===== config.mk =====
export PLATFORM = sky130hd
export DESIGN_NAME = framed_sensor_packet_averager
export DESIGN_NICKNAME = d
export VERILOG_FILES = /design/src/fspa_pkg.sv /design/src/framed_sensor_packet_averager.sv /design/src/fspa_ctrl.sv /design/src/fspa_datapath.sv
export SDC_FILE = /design/constraint.sdc
export NUM_CORES = 1
export LEC_CHECK = 0
export BUFFER_PORTS_ARGS = -buffer_cell sky130_fd_sc_hd__buf_2
export CELL_PAD_IN_SITES_DETAIL_PLACEMENT = 2
export CELL_PAD_IN_SITES_GLOBAL_PLACEMENT = 2
export CORE_MARGIN = 2
export CORE_UTILIZATION = 42
export CTS_CLUSTER_DIAMETER = 200
export DETAILED_ROUTE_END_ITERATION = 12
export GPL_TIMING_DRIVEN = 0
export PLACE_DENSITY = 0.88
export SLEW_MARGIN = 10
export SYNTH_ARGS = -nofsm -noshare
export SYNTH_HDL_FRONTEND = slang
export SYNTH_SLANG_ARGS = --single-unit

===== constraint.sdc =====
create_clock -name clk_i -period 8.35 [get_ports clk_i]
set_input_delay 2.0875 -clock clk_i [delete_from_list [all_inputs] [get_ports clk_i]]
set_output_delay 2.0875 -clock clk_i [all_outputs]
set_load 0.02 [all_outputs]

===== src/fspa_pkg.sv =====
// Shared types, constants and the CRC byte update for the framed sensor packet averager.
package fspa_pkg;

  // Frame layout
  localparam int unsigned FRAME_BYTES = 11;
  localparam int unsigned POS_W = 4;
  localparam logic [7:0] HDR_FIRST = 8'h01;
  localparam logic [7:0] HDR_SECOND = 8'h03;
  localparam logic [POS_W-1:0] POS_START = 4'd0;
  localparam logic [POS_W-1:0] POS_HDR = 4'd1;
  localparam logic [POS_W-1:0] POS_TURN_FIRST = 4'd3;
  localparam logic [POS_W-1:0] POS_TURN_LAST = 4'd6;
  localparam logic [POS_W-1:0] POS_AMP_FIRST = 4'd7;
  localparam logic [POS_W-1:0] POS_AMP_LAST = 4'd8;
  localparam logic [POS_W-1:0] POS_CRC_LO = 4'd9;
  localparam logic [POS_W-1:0] POS_CRC_HI = POS_W'(FRAME_BYTES - 1);

  localparam logic [15:0] CRC_INIT = 16'hFFFF;
  localparam logic [15:0] CRC_POLY = 16'hA001;
  localparam logic [15:0] CURRENT_LIMIT = 16'd3000;

  // Configuration
  localparam int unsigned CFG_IDX_W = 8;
  localparam logic [CFG_IDX_W-1:0] REG_SINGLE_TURN_STEPS = 8'd0;
  localparam logic [CFG_IDX_W-1:0] REG_MAX_REVOLUTIONS = 8'd1;
  localparam logic [15:0] STEPS_RESET = 16'd4096;
  localparam logic [15:0] REVS_RESET = 16'd64;

  // Report status codes
  localparam logic [1:0] ST_NONE = 2'd0;
  localparam logic [1:0] ST_AVG = 2'd1;
  localparam logic [1:0] ST_HIGH = 2'd2;
  localparam logic [1:0] ST_LOW = 2'd3;

  // Divider sequencing
  localparam int unsigned DIV_CNT_W = 5;
  localparam logic [DIV_CNT_W-1:0] TURN_STEP_LAST = 5'd31;
  localparam logic [DIV_CNT_W-1:0] CUR_STEP_LAST = 5'd15;

  typedef struct packed {
    logic take_byte;   // latch the incoming byte
    logic poll_start;  // snapshot sums, pick status, clear accumulators
    logic step_byte;   // run the frame hunt on the latched byte
    logic classify;    // class a completed frame and accumulate
    logic div_step;    // one restoring divide step
    logic div_swap;    // keep turn quotient, start current divide
    logic load_out;    // move the result into the output register
  } fspa_cmd_t;

  typedef struct packed {
    logic frame_last;  // latched byte is the last byte of a frame
    logic have_avg;    // accepted count is nonzero
  } fspa_stat_t;

  // CRC-16/MODBUS update by one byte, reflected, one bit per step.
  function automatic logic [15:0] crc_byte(input logic [15:0] crc_in, input logic [7:0] data);
    logic [15:0] c;
    c = crc_in ^ {8'h00, data};
    for (int b = 0; b < 8; b++) begin
      if (c[0]) begin
        c = (c >> 1) ^ CRC_POLY;
      end else begin
        c = c >> 1;
      end
    end
    return c;
  endfunction

endpackage


===== src/framed_sensor_packet_averager.sv =====
// Top level of the framed sensor packet averager: ports, controller and datapath.
// A byte transfer is accepted, then hunted and folded into the CRC; the last byte of a frame
//   then goes through a check that classifies and accumulates its reading.
// A poll end raises m_axis_tvalid once the output register is free and loaded; with readings
//   accepted, the bit-serial divider runs first (32 turn steps, swap, 16 current steps).
// Reset (rst_ni low, asynchronous) clears frame position, sums, counts, handshake state
//   and restores single_turn_steps to 4096 and max_revolutions to 64.
module framed_sensor_packet_averager
  import fspa_pkg::*;
(
  input  logic                 clk_i,
  input  logic                 rst_ni,
  // Input stream
  input  logic                 s_axis_tvalid,
  output logic                 s_axis_tready,
  input  logic [7:0]           s_axis_tdata,   // [7:0] rx_byte
  input  logic                 s_axis_tuser,   // [0] opcode: 0 byte, 1 poll end
  // Result stream
  output logic                 m_axis_tvalid,
  input  logic                 m_axis_tready,
  output logic [47:0]          m_axis_tdata,   // [31:0] average_full_count, [47:32] average_current
  output logic [1:0]           m_axis_tuser,   // [1:0] report_status
  // Configuration write channel
  input  logic                 cfg_valid_i,
  output logic                 cfg_ready_o,
  input  logic [CFG_IDX_W-1:0] cfg_index_i,
  input  logic [15:0]          cfg_data_i
);

  fspa_cmd_t  cmd;
  fspa_stat_t stat;
  logic [31:0] avg_turns;
  logic [15:0] avg_current;
  logic [1:0]  status;

  // Configuration writes are registered; the port never stalls.
  assign cfg_ready_o = 1'b1;

  // Sequence every transfer: latch, hunt and check a byte; on a poll end, divide if needed
  // and load the output register. The output register lets a new item in while a result waits.
  fspa_ctrl u_ctrl (
    .clk_i       (clk_i),
    .rst_ni      (rst_ni),
    .in_valid_i  (s_axis_tvalid),
    .in_poll_i   (s_axis_tuser),
    .in_ready_o  (s_axis_tready),
    .out_valid_o (m_axis_tvalid),
    .out_ready_i (m_axis_tready),
    .stat_i      (stat),
    .cmd_o       (cmd)
  );

  // Hold frame bytes in place, keep the running CRC, accumulate good
  // readings and divide on poll end.
  fspa_datapath u_datapath (
    .clk_i         (clk_i),
    .rst_ni        (rst_ni),
    .cmd_i         (cmd),
    .stat_o        (stat),
    .rx_byte_i     (s_axis_tdata),
    .cfg_we_i      (cfg_valid_i && cfg_ready_o),
    .cfg_index_i   (cfg_index_i),
    .cfg_data_i    (cfg_data_i),
    .avg_turns_o   (avg_turns),
    .avg_current_o (avg_current),
    .status_o      (status)
  );

  // Pack result fields, first field in the low bits.
  assign m_axis_tdata = {avg_current, avg_turns};
  assign m_axis_tuser = status;

endmodule


===== src/fspa_ctrl.sv =====
// Controller state machine: sequences byte handling, frame check, divide and result load.
module fspa_ctrl
  import fspa_pkg::*;
(
  input  logic       clk_i,
  input  logic       rst_ni,
  input  logic       in_valid_i,
  input  logic       in_poll_i,
  output logic       in_ready_o,
  output logic       out_valid_o,
  input  logic       out_ready_i,
  input  fspa_stat_t stat_i,
  output fspa_cmd_t  cmd_o
);

  localparam logic [2:0] S_IDLE  = 3'd0;
  localparam logic [2:0] S_BYTE  = 3'd1;
  localparam logic [2:0] S_CHECK = 3'd2;
  localparam logic [2:0] S_DIVT  = 3'd3;
  localparam logic [2:0] S_SWAP  = 3'd4;
  localparam logic [2:0] S_DIVC  = 3'd5;
  localparam logic [2:0] S_LOAD  = 3'd6;

  logic [2:0]           state_q, state_d;
  logic [DIV_CNT_W-1:0] cnt_q, cnt_d;
  logic                 out_valid_q, out_valid_d;
  logic                 accept;

  assign in_ready_o  = (state_q == S_IDLE);
  assign accept      = in_ready_o && in_valid_i;
  assign out_valid_o = out_valid_q;

  always_comb begin
    state_d = state_q;
    cnt_d   = cnt_q;
    cmd_o   = '0;
    unique case (state_q)
      S_IDLE: begin
        if (accept) begin
          if (in_poll_i) begin
            cmd_o.poll_start = 1'b1;
            cnt_d = '0;
            state_d = stat_i.have_avg ? S_DIVT : S_LOAD;
          end else begin
            cmd_o.take_byte = 1'b1;
            state_d = S_BYTE;
          end
        end
      end
      S_BYTE: begin
        cmd_o.step_byte = 1'b1;
        state_d = stat_i.frame_last ? S_CHECK : S_IDLE;
      end
      S_CHECK: begin
        cmd_o.classify = 1'b1;
        state_d = S_IDLE;
      end
      S_DIVT: begin
        cmd_o.div_step = 1'b1;
        cnt_d = cnt_q + 1'b1;
        if (cnt_q == TURN_STEP_LAST) begin
          state_d = S_SWAP;
        end
      end
      S_SWAP: begin
        cmd_o.div_swap = 1'b1;
        cnt_d = '0;
        state_d = S_DIVC;
      end
      S_DIVC: begin
        cmd_o.div_step = 1'b1;
        cnt_d = cnt_q + 1'b1;
        if (cnt_q == CUR_STEP_LAST) begin
          state_d = S_LOAD;
        end
      end
      S_LOAD: begin
        // Wait for the output register to drain before overwriting it
        if (!out_valid_q || out_ready_i) begin
          cmd_o.load_out = 1'b1;
          state_d = S_IDLE;
        end
      end
      default: begin
        state_d = S_IDLE;
      end
    endcase
  end

  always_comb begin
    out_valid_d = out_valid_q;
    priority if (cmd_o.load_out) begin
      out_valid_d = 1'b1;
    end else if (out_ready_i) begin
      out_valid_d = 1'b0;
    end
  end

  always_ff @(posedge clk_i or negedge rst_ni) begin
    if (!rst_ni) begin
      state_q     <= S_IDLE;
      cnt_q       <= '0;
      out_valid_q <= 1'b0;
    end else begin
      state_q     <= state_d;
      cnt_q       <= cnt_d;
      out_valid_q <= out_valid_d;
    end
  end

endmodule


===== src/fspa_datapath.sv =====
// Datapath: frame hunt, CRC, classification, accumulators, divider and output register.
module fspa_datapath
  import fspa_pkg::*;
(
  input  logic                 clk_i,
  input  logic                 rst_ni,
  input  fspa_cmd_t            cmd_i,
  output fspa_stat_t           stat_o,
  input  logic [7:0]           rx_byte_i,
  input  logic                 cfg_we_i,
  input  logic [CFG_IDX_W-1:0] cfg_index_i,
  input  logic [15:0]          cfg_data_i,
  output logic [31:0]          avg_turns_o,
  output logic [15:0]          avg_current_o,
  output logic [1:0]           status_o
);

  // Configuration and derived limit
  logic [15:0] steps_q, revs_q;
  logic [31:0] limit_q;

  // Frame assembly
  logic [POS_W-1:0] pos_q;
  logic [7:0]       byte_q;
  logic [15:0]      crc_q;
  logic [31:0]      turns_q;
  logic [15:0]      amps_q;
  logic [7:0]       crc_lo_q;
  logic             crc_ok_q;
  logic [15:0]      crc_next;

  // Accumulators
  logic [31:0] turn_sum_q;
  logic [15:0] cur_sum_q, acc_cnt_q, high_cnt_q, low_cnt_q;
  logic        is_high;

  // Divider
  logic [31:0] quo_q;
  logic [15:0] rem_q, div_q, cur_snap_q, avg_turns_q;
  logic [1:0]  status_q;
  logic [16:0] rem_sh, rem_diff;
  logic        rem_ge;

  // Output register
  logic [31:0] out_turns_q;
  logic [15:0] out_cur_q;
  logic [1:0]  out_status_q;

  assign crc_next = crc_byte((pos_q == POS_START) ? CRC_INIT : crc_q, byte_q);
  assign stat_o.frame_last = (pos_q == POS_CRC_HI);
  assign stat_o.have_avg   = (acc_cnt_q != '0);

  assign is_high  = (turns_q > limit_q) || (amps_q > CURRENT_LIMIT);

  assign rem_sh   = {rem_q, quo_q[31]};
  assign rem_ge   = (rem_sh >= {1'b0, div_q});
  assign rem_diff = rem_sh - {1'b0, div_q};

  always_ff @(posedge clk_i or negedge rst_ni) begin
    if (!rst_ni) begin
      steps_q <= STEPS_RESET;
      revs_q  <= REVS_RESET;
      limit_q <= 32'(STEPS_RESET) * 32'(REVS_RESET);
    end else begin
      if (cfg_we_i && (cfg_index_i == REG_SINGLE_TURN_STEPS)) begin
        steps_q <= cfg_data_i;
      end
      if (cfg_we_i && (cfg_index_i == REG_MAX_REVOLUTIONS)) begin
        revs_q <= cfg_data_i;
      end
      limit_q <= 32'(steps_q) * 32'(revs_q);
    end
  end

  // Frame hunt on the latched byte
  always_ff @(posedge clk_i or negedge rst_ni) begin
    if (!rst_ni) begin
      pos_q <= POS_START;
    end else if (cmd_i.step_byte) begin
      priority if (pos_q == POS_START) begin
        if (byte_q == HDR_FIRST) begin
          pos_q <= POS_HDR;
        end
      end else if (pos_q == POS_HDR) begin
        pos_q <= (byte_q == HDR_SECOND) ? pos_q + 1'b1 : POS_START;
      end else if (pos_q == POS_CRC_HI) begin
        pos_q <= POS_START;
      end else begin
        pos_q <= pos_q + 1'b1;
      end
    end
  end

  always_ff @(posedge clk_i) begin
    if (cmd_i.take_byte) begin
      byte_q <= rx_byte_i;
    end
    if (cmd_i.step_byte) begin
      if (pos_q <= POS_AMP_LAST) begin
        crc_q <= crc_next;
      end
      if (pos_q >= POS_TURN_FIRST && pos_q <= POS_TURN_LAST) begin
        turns_q <= {turns_q[23:0], byte_q};
      end
      if (pos_q >= POS_AMP_FIRST && pos_q <= POS_AMP_LAST) begin
        amps_q <= {amps_q[7:0], byte_q};
      end
      if (pos_q == POS_CRC_LO) begin
        crc_lo_q <= byte_q;
      end
      if (pos_q == POS_CRC_HI) begin
        crc_ok_q <= ({byte_q, crc_lo_q} == crc_q);
      end
    end
  end

  // Accumulators: clear on poll, add on a good frame
  always_ff @(posedge clk_i or negedge rst_ni) begin
    if (!rst_ni) begin
      turn_sum_q <= '0;
      cur_sum_q  <= '0;
      acc_cnt_q  <= '0;
      high_cnt_q <= '0;
      low_cnt_q  <= '0;
    end else if (cmd_i.poll_start) begin
      turn_sum_q <= '0;
      cur_sum_q  <= '0;
      acc_cnt_q  <= '0;
      high_cnt_q <= '0;
      low_cnt_q  <= '0;
    end else if (cmd_i.classify && crc_ok_q) begin
      priority if (is_high) begin
        high_cnt_q <= high_cnt_q + 1'b1;
      end else if (turns_q == '0) begin
        low_cnt_q <= low_cnt_q + 1'b1;
      end else begin
        turn_sum_q <= turn_sum_q + turns_q;
        cur_sum_q  <= cur_sum_q + amps_q;
        acc_cnt_q  <= acc_cnt_q + 1'b1;
      end
    end
  end

  // Restoring divider shared by both averages
  always_ff @(posedge clk_i) begin
    if (cmd_i.poll_start) begin
      quo_q       <= stat_o.have_avg ? turn_sum_q : '0;
      rem_q       <= '0;
      div_q       <= acc_cnt_q;
      cur_snap_q  <= cur_sum_q;
      avg_turns_q <= '0;
      priority if (acc_cnt_q != '0) begin
        status_q <= ST_AVG;
      end else if (high_cnt_q != '0) begin
        status_q <= ST_HIGH;
      end else if (low_cnt_q != '0) begin
        status_q <= ST_LOW;
      end else begin
        status_q <= ST_NONE;
      end
    end else if (cmd_i.div_swap) begin
      avg_turns_q <= quo_q[15:0];
      quo_q       <= {cur_snap_q, 16'h0000};
      rem_q       <= '0;
    end else if (cmd_i.div_step) begin
      quo_q <= {quo_q[30:0], rem_ge};
      rem_q <= rem_ge ? rem_diff[15:0] : rem_sh[15:0];
    end
  end

  // Turn quotient high half is kept separately since the swap reuses quo_q
  logic [15:0] avg_turns_hi_q;
  always_ff @(posedge clk_i) begin
    if (cmd_i.poll_start) begin
      avg_turns_hi_q <= '0;
    end else if (cmd_i.div_swap) begin
      avg_turns_hi_q <= quo_q[31:16];
    end
  end

  always_ff @(posedge clk_i) begin
    if (cmd_i.load_out) begin
      out_turns_q  <= {avg_turns_hi_q, avg_turns_q};
      out_cur_q    <= quo_q[15:0];
      out_status_q <= status_q;
    end
  end

  assign avg_turns_o   = out_turns_q;
  assign avg_current_o = out_cur_q;
  assign status_o      = out_status_q;

endmodule


Word-level counts from Yosys, hierarchy flattened
Cells that the tools add are included.

Register bits: 418. Input bits: 38. Output and inout bits: 53. Logic and storage cells: 175.

Add/sub/neg operators: 8. $mul: 1. $lt $le $gt $ge: 7. Equality and inequality tests: 23. Multiplexer cells: 63. Bitwise operators: 9. Reductions and logical operators: 35.

Operators with widths (count): $mux W16 (24); $mux W32 (8); $add A16 B1 Y16 const B (3); $reduce_bool A16 Y1 (3); $add A32 B32 Y32 (1); $gt A32 B32 Y1 (1); $logic_not A32 Y1 (1); $mul A16 B16 Y32 (1); $not A2 Y3 (8); $mux W4 (5); $mux W3 (6); $pmux W3 S6 (1); $ge A17 B16 Y1 (1); $add A16 B16 Y16 (1); $eq A16 B16 Y1 (1); $eq A8 B1 Y1 const B (2); $gt A16 B12 Y1 const B (1); $sub A16 B16 Y16 (1); $xor A16 B8 Y16 (1); $pmux W5 S3 (1); $mux W14 (1); $reduce_and A2 Y1 (7); $mux W1 (10); $mux W2 (5); 28 further kinds (52).

Longest topological paths before layout
Depth in word-level cells: 19. Gate-level depth with buffers: 25. Mapped depth without buffers: 23.

By module
From an unflattened synthesis, not the netlist that was laid out.

Cells, all modules: 2739. Area total of the unflattened synthesis: 28626.2 um2.

Modules (own cells, without submodules): fspa_datapath (instances 1, cells each 2642, area each 27757.9 um2, seq. area each 10984.3 um2); fspa_ctrl (instances 1, cells each 95, area each 857.1 um2, seq. area each 225.2 um2); framed_sensor_packet_averager (instances 1, cells each 2, area each 11.3 um2, seq. area each 0.0 um2).

Worst setup path after synthesis
Ideal clock, no wire load.

Path type: reg2reg. Start point: register u_datapath.revs_q[6]. End point: register u_datapath.limit_q[30]. Setup time: 0.080 ns. Arrival: 6.053 ns. Required time: 8.270 ns. Setup slack: 2.217 ns. Cell stages (with the launch flop): 24. Path buffers: 2. Period minus slack after synthesis: 6.133 ns. Path through: dfstp_2 clkbuf_1 and2_1 fa_1 inv_1 fa_1 fa_1 inv_1 fa_1 fa_1 inv_1 fa_1 inv_1 ha_1 clkbuf_1 a21oi_1 o21ai_0 a31oi_1 a21oi_1 o31ai_1 o21ai_0 or3_1 a31oi_1 xnor2_1.

Cells in the longest elaborated chain, start to end: 1.

RTL lines: from (decl) (RTL line fspa_datapath.sv:19) `logic [15:0] steps_q, revs_q;`; from (signal assigned) (RTL line fspa_datapath.sv:69) `revs_q <= cfg_data_i;`; $mul A16 B16 Y32 (RTL line fspa_datapath.sv:71) `limit_q <= 32'(steps_q) * 32'(revs_q);`; to (signal assigned) (RTL line fspa_datapath.sv:63) `limit_q <= 32'(STEPS_RESET) * 32'(REVS_RESET);`; to (signal assigned) (RTL line fspa_datapath.sv:71); to (decl) (RTL line fspa_datapath.sv:20) `logic [31:0] limit_q;`.

Every way passes these cells. A chain may end at the register's enable or synchronous reset.

Final worst setup path
Start point: register u_datapath.revs_q[9]. End point: register u_datapath.limit_q[30].

The elaborated chain is that of the path after synthesis.

==> results.txt <==
----------------------------------------------------
[Run status]
  Result of the run ... finished, final reports clean

[Power and ir drop]
  Worst voltage drop across the vdd grid ... 147 µV
  Leak ... 14.2 nW
  Total power of the final layout ... 7.67 mW
  PD cells ... 242 nW/µm²

[Synthesis]
  Main synth FF type ... sky130_fd_sc_hd__edfxtp_1
  Synthesized Nets ... 3,211
  Number of register bits inferred by synthesis ... 418
  Synth cell count leaders ... sky130_fd_sc_hd__nand2_1 (342), sky130_fd_sc_hd__inv_1 (318), sky130_fd_sc_hd__ha_1 (211)
  Avg Synthesized Cell Area ... 10.3 µm²
  Post-synthesis cell area ... 28,400 µm²
  Share of async-settable or async-resettable flops after synthesis ... 0.414
  Post-synthesis cell type count ... 79
  Post-synthesis sequential area ratio ... 0.395
  Most common cell in the synthesized netlist ... sky130_fd_sc_hd__nand2_1
  Top-area cell type share of the netlist area ... 0.208
  EDFF count, synth ... 197
  Library cell occupying the most area in the post-synthesis netlist ... sky130_fd_sc_hd__edfxtp_1
  Leading post-synthesis cells by cell area ... sky130_fd_sc_hd__edfxtp_1 (21%), sky130_fd_sc_hd__dfrtp_1 (15%), sky130_fd_sc_hd__fa_1 (14%)
  Synth warnings ... 0
  Post-Synthesis Cells ... 2,765

[Placed design]
  Setup slack at placement ... 0.734 ns
  Count of input and output buffers ... 89
  Sum of net half-perimeters after detailed placement ... 76,300 µm
  Final Wtd Congestion ... 0.879

[Clock network]
  Largest buffer count on any clock path ... 3
  CTS-repair resized insts ... 0
  Number of clock buffers inserted by TritonCTS ... 46
  CTS tree ... yes
  Clock root buffer ... sky130_fd_sc_hd__clkbuf_16
  Count of clock tree sinks ... 418
  Hold-fix buffers, CTS ... 0
  Worst-Skew Late Latency ... 0.62 ns
  Register clock-pin slew on the reported worst setup and hold paths ... 0.07 ns
  Number of setup buffers added after CTS ... 0
  H-tree lvl count ... 2

[STA]
  Worst setup skew after layout ... 0.0314 ns
  Worst slew margin relative to its limit ... 0.302
  Final hold viol count ... 0
  Final worst hold slack ... 0.434 ns
  Total Negative Setup Slacks ... 0 ns
  Final setup violation count ... 0
  Max-slew violation total from the final report ... 0
  Timing-limited maximum frequency ... 130 MHz
  Transition time at the pin with the least slew margin ... 1.04 ns
  Unrepaired setup endpoints after global routing ... no
  Final Critical Period ... 7.72 ns
  Setup WS post-layout ... 0.635 ns
  Final period util ... 0.924

[Run]
  Max-cap violations ... 0

[Critical path]
  Type of element launching the critical path ... flop
  Reg-to-reg critical path startpoint ... u_datapath.revs_q[9]$_DFFE_PN0P_
  Destination of the worst register-to-register timing path ... u_datapath.limit_q[30]$_DFF_PN0_
  Worst EP required ... 8.88 ns
  Arrival time of data at the critical path endpoint ... 8.25 ns
  Crit. End Element ... flop
  Maximum fanout along the worst path ... 10
  Depth of the most critical reg-to-reg path ... 23
  Register-to-register setup slack ... 0.63 ns
  Worst Path Class, Setup ... flop to flop

[Floorplanning]
  Initial standard-cell utilization of the core ... 0.424
  Chip Height ... 264 µm
  Cell Rows ... 95
  Die Outline Area ... 69,700 µm²
  Die width ... 264 µm
  Number of placed I/O pins ... 91
  Core outline area ... 67,000 µm²

[Layout]
  Util after Layout ... 0.472
  Antenna diodes ... 0
  Layout area overhead ... 11.4%
  Share of cells above drive strength 1 ... 0.0814
  Fillcell total ... 6,939
  Total Nets Final ... 3,355

[Detailed routing]
  Met3 routed wirelength ... 4000 µm
  DRC errors left ... 0
  1st-pass router iterations ... 5
  Highest routed layer ... met5
  WL/cell ... 27.3 µm
  Number of vias after detailed routing ... 22,324
  First-iteration detailed-routing DRC count ... 1,365
  Post-DRT Antenna Nets ... 0
  Met2 wirelength from detailed routing ... 55,400 µm
  Met1 Wirelength ... 40,200 µm
  Detailed-route wire length ... 104,000 µm
  Vias per std cell ... 5.84

[Global route]
  Number of antenna violations at the first check in global routing ... 1
  Maximum number of pins on one net before global-route repair ... 102
  Vias in the first global route ... 26,113
  Overall fraction of global-route tracks in use ... 0.299
  Total congestion overflow after global routing ... 0
  Wire length of the first global-routing pass ... 161,000 µm

[Worst hold path]
  Classification of the worst-slack hold path ... flop to flop
  Startpoint of the most critical hold path ... u_datapath.status_q[0]$_SDFFCE_PN1P_
  Worst-case hold path end point ... u_datapath.status_o[0]$_DFFE_PP_
  Worst hold stages ... 0

----------------------------------------------------
layout by cell type, fill, tap and decap left out, types with 37 or more instances in the layout:
cell	synthesis	final
sky130_fd_sc_hd__dfrtp_1	170	170
sky130_fd_sc_hd__nor2_1	104	104
sky130_fd_sc_hd__dfxtp_1	48	48
sky130_fd_sc_hd__ha_1	211	211
sky130_fd_sc_hd__edfxtp_1	197	197
sky130_fd_sc_hd__nand2_1	342	342
sky130_fd_sc_hd__mux2i_1	37	37
sky130_fd_sc_hd__xor2_1	49	49
sky130_fd_sc_hd__clkbuf_1	96	101
sky130_fd_sc_hd__a21oi_1	114	111
sky130_fd_sc_hd__and2_1	128	128
sky130_fd_sc_hd__xnor2_1	94	94
sky130_fd_sc_hd__clkbuf_16	0	46
sky130_fd_sc_hd__o21ai_0	133	133
sky130_fd_sc_hd__inv_1	318	317
sky130_fd_sc_hd__fa_1	197	197
sky130_fd_sc_hd__buf_2	0	88
sky130_fd_sc_hd__a21o_1	37	37
sky130_fd_sc_hd__nand3_1	93	93
state kept, by name, summed over array words and instances (netlist names), 16 cells and up:
name and cells:
u_datapath.steps_q 16, u_datapath.limit_q 32, u_datapath.revs_q 16, u_datapath.cur_snap_q 16, u_datapath.avg_turns_q 16, u_datapath.low_cnt_q 16
u_datapath.rem_q 16, u_datapath.turn_sum_q 32, u_datapath.quo_q 32, u_datapath.avg_turns_hi_q 16, u_datapath.div_q 16, u_datapath.amps_q 16
u_datapath.avg_current_o 16, u_datapath.avg_turns_o 32, u_datapath.acc_cnt_q 16, u_datapath.high_cnt_q 16, u_datapath.crc_q 16, u_datapath.turns_q 32
u_datapath.cur_sum_q 16
metrics by stage:
step	cells	cell area (µm²)
global placement	3727	29900
detailed placement	3734	30100
CTS	3820	31700
finish	3820	31700
floorplan	2765	28400
global route	3820	31700
metal layers:
metal  GRT usage  vias up
li1            -     9659
met1       0.338    11753
met2       0.561      636
met3      0.0393      274
met4       0.129        2
met5           0        -
how the worst max path moves through the flow:
| stage | from | to | slack, ns | cells past startpoint |
|---|---|---|---|---|
| finish | u_datapath.revs_q[9]$_DFFE_PN0P_ | u_datapath.limit_q[30]$_DFF_PN0_ | 0.63 | 23 |
| global route | u_datapath.revs_q[9]$_DFFE_PN0P_ | u_datapath.limit_q[30]$_DFF_PN0_ | 0.33 | 23 |
| CTS | u_datapath.revs_q[9]$_DFFE_PN0P_ | u_datapath.limit_q[30]$_DFF_PN0_ | 0.70 | 23 |
| detailed placement | u_datapath.revs_q[9]$_DFFE_PN0P_ | u_datapath.limit_q[30]$_DFF_PN0_ | 0.73 | 23 |
| global placement | u_datapath.revs_q[9]$_DFFE_PN0P_ | u_datapath.limit_q[30]$_DFF_PN0_ | 1.08 | 23 |
| floorplan | u_datapath.revs_q[6]$_DFFE_PN1P_ | u_datapath.limit_q[30]$_DFF_PN0_ | 2.22 | 23 |
cells by family after synthesis:
family / after synthesis / share of synthesized area
AND/OR/NAND/NOR: 867 / 0.151
flip-flops: 418 / 0.395
adder cells (fa/ha/maj): 408 / 0.232
AO/OA/AOI/OAI: 432 / 0.0958
buffers and inverters: 426 / 0.0569
XOR/XNOR: 143 / 0.0441
multiplexers: 70 / 0.0261
other: 1 / 0.000132
worst max-delay path, cell delays in order, from the launching register on:
cell	delay [ns]
sky130_fd_sc_hd__dfrtp_1	0.33
sky130_fd_sc_hd__clkbuf_1	0.46
sky130_fd_sc_hd__clkbuf_1	0.61
sky130_fd_sc_hd__nand2_1	0.19
sky130_fd_sc_hd__fa_1	0.45
sky130_fd_sc_hd__fa_1	0.49
sky130_fd_sc_hd__fa_1	0.60
sky130_fd_sc_hd__inv_1	0.07
sky130_fd_sc_hd__fa_1	0.48
sky130_fd_sc_hd__fa_1	0.55
sky130_fd_sc_hd__inv_1	0.06
sky130_fd_sc_hd__fa_1	0.54
sky130_fd_sc_hd__inv_1	0.05
sky130_fd_sc_hd__ha_1	0.28
sky130_fd_sc_hd__clkbuf_1	0.20
sky130_fd_sc_hd__a21oi_1	0.17
sky130_fd_sc_hd__o21ai_0	0.15
sky130_fd_sc_hd__a31oi_1	0.31
sky130_fd_sc_hd__a21oi_1	0.19
sky130_fd_sc_hd__o31ai_1	0.44
sky130_fd_sc_hd__o21ai_0	0.26
sky130_fd_sc_hd__or3_1	0.38
sky130_fd_sc_hd__a31oi_1	0.25
sky130_fd_sc_hd__xnor2_1	0.15
cell type report:
type	instances	area, µm²	share of cell area
clock buffer	59	1270	0.0401
sequential	418	11200	0.354
inverter	318	1190	0.0377
multi-input combinational	1921	15600	0.493
tap	873	1090	0.0345
clock inverter	27	300	0.00949
timing repair buffer	96	561	0.0177
buffer	108	425	0.0134
power breakdown:
group          switching (mW)  internal, mW  leakage [nW]
registers               0.402          2.72          4.61
logic                    1.54         0.841          8.77
clock network           0.928          1.24         0.774
total                    2.87          4.80          14.2
Note: power is estimated with default switching activity, not from simulation.
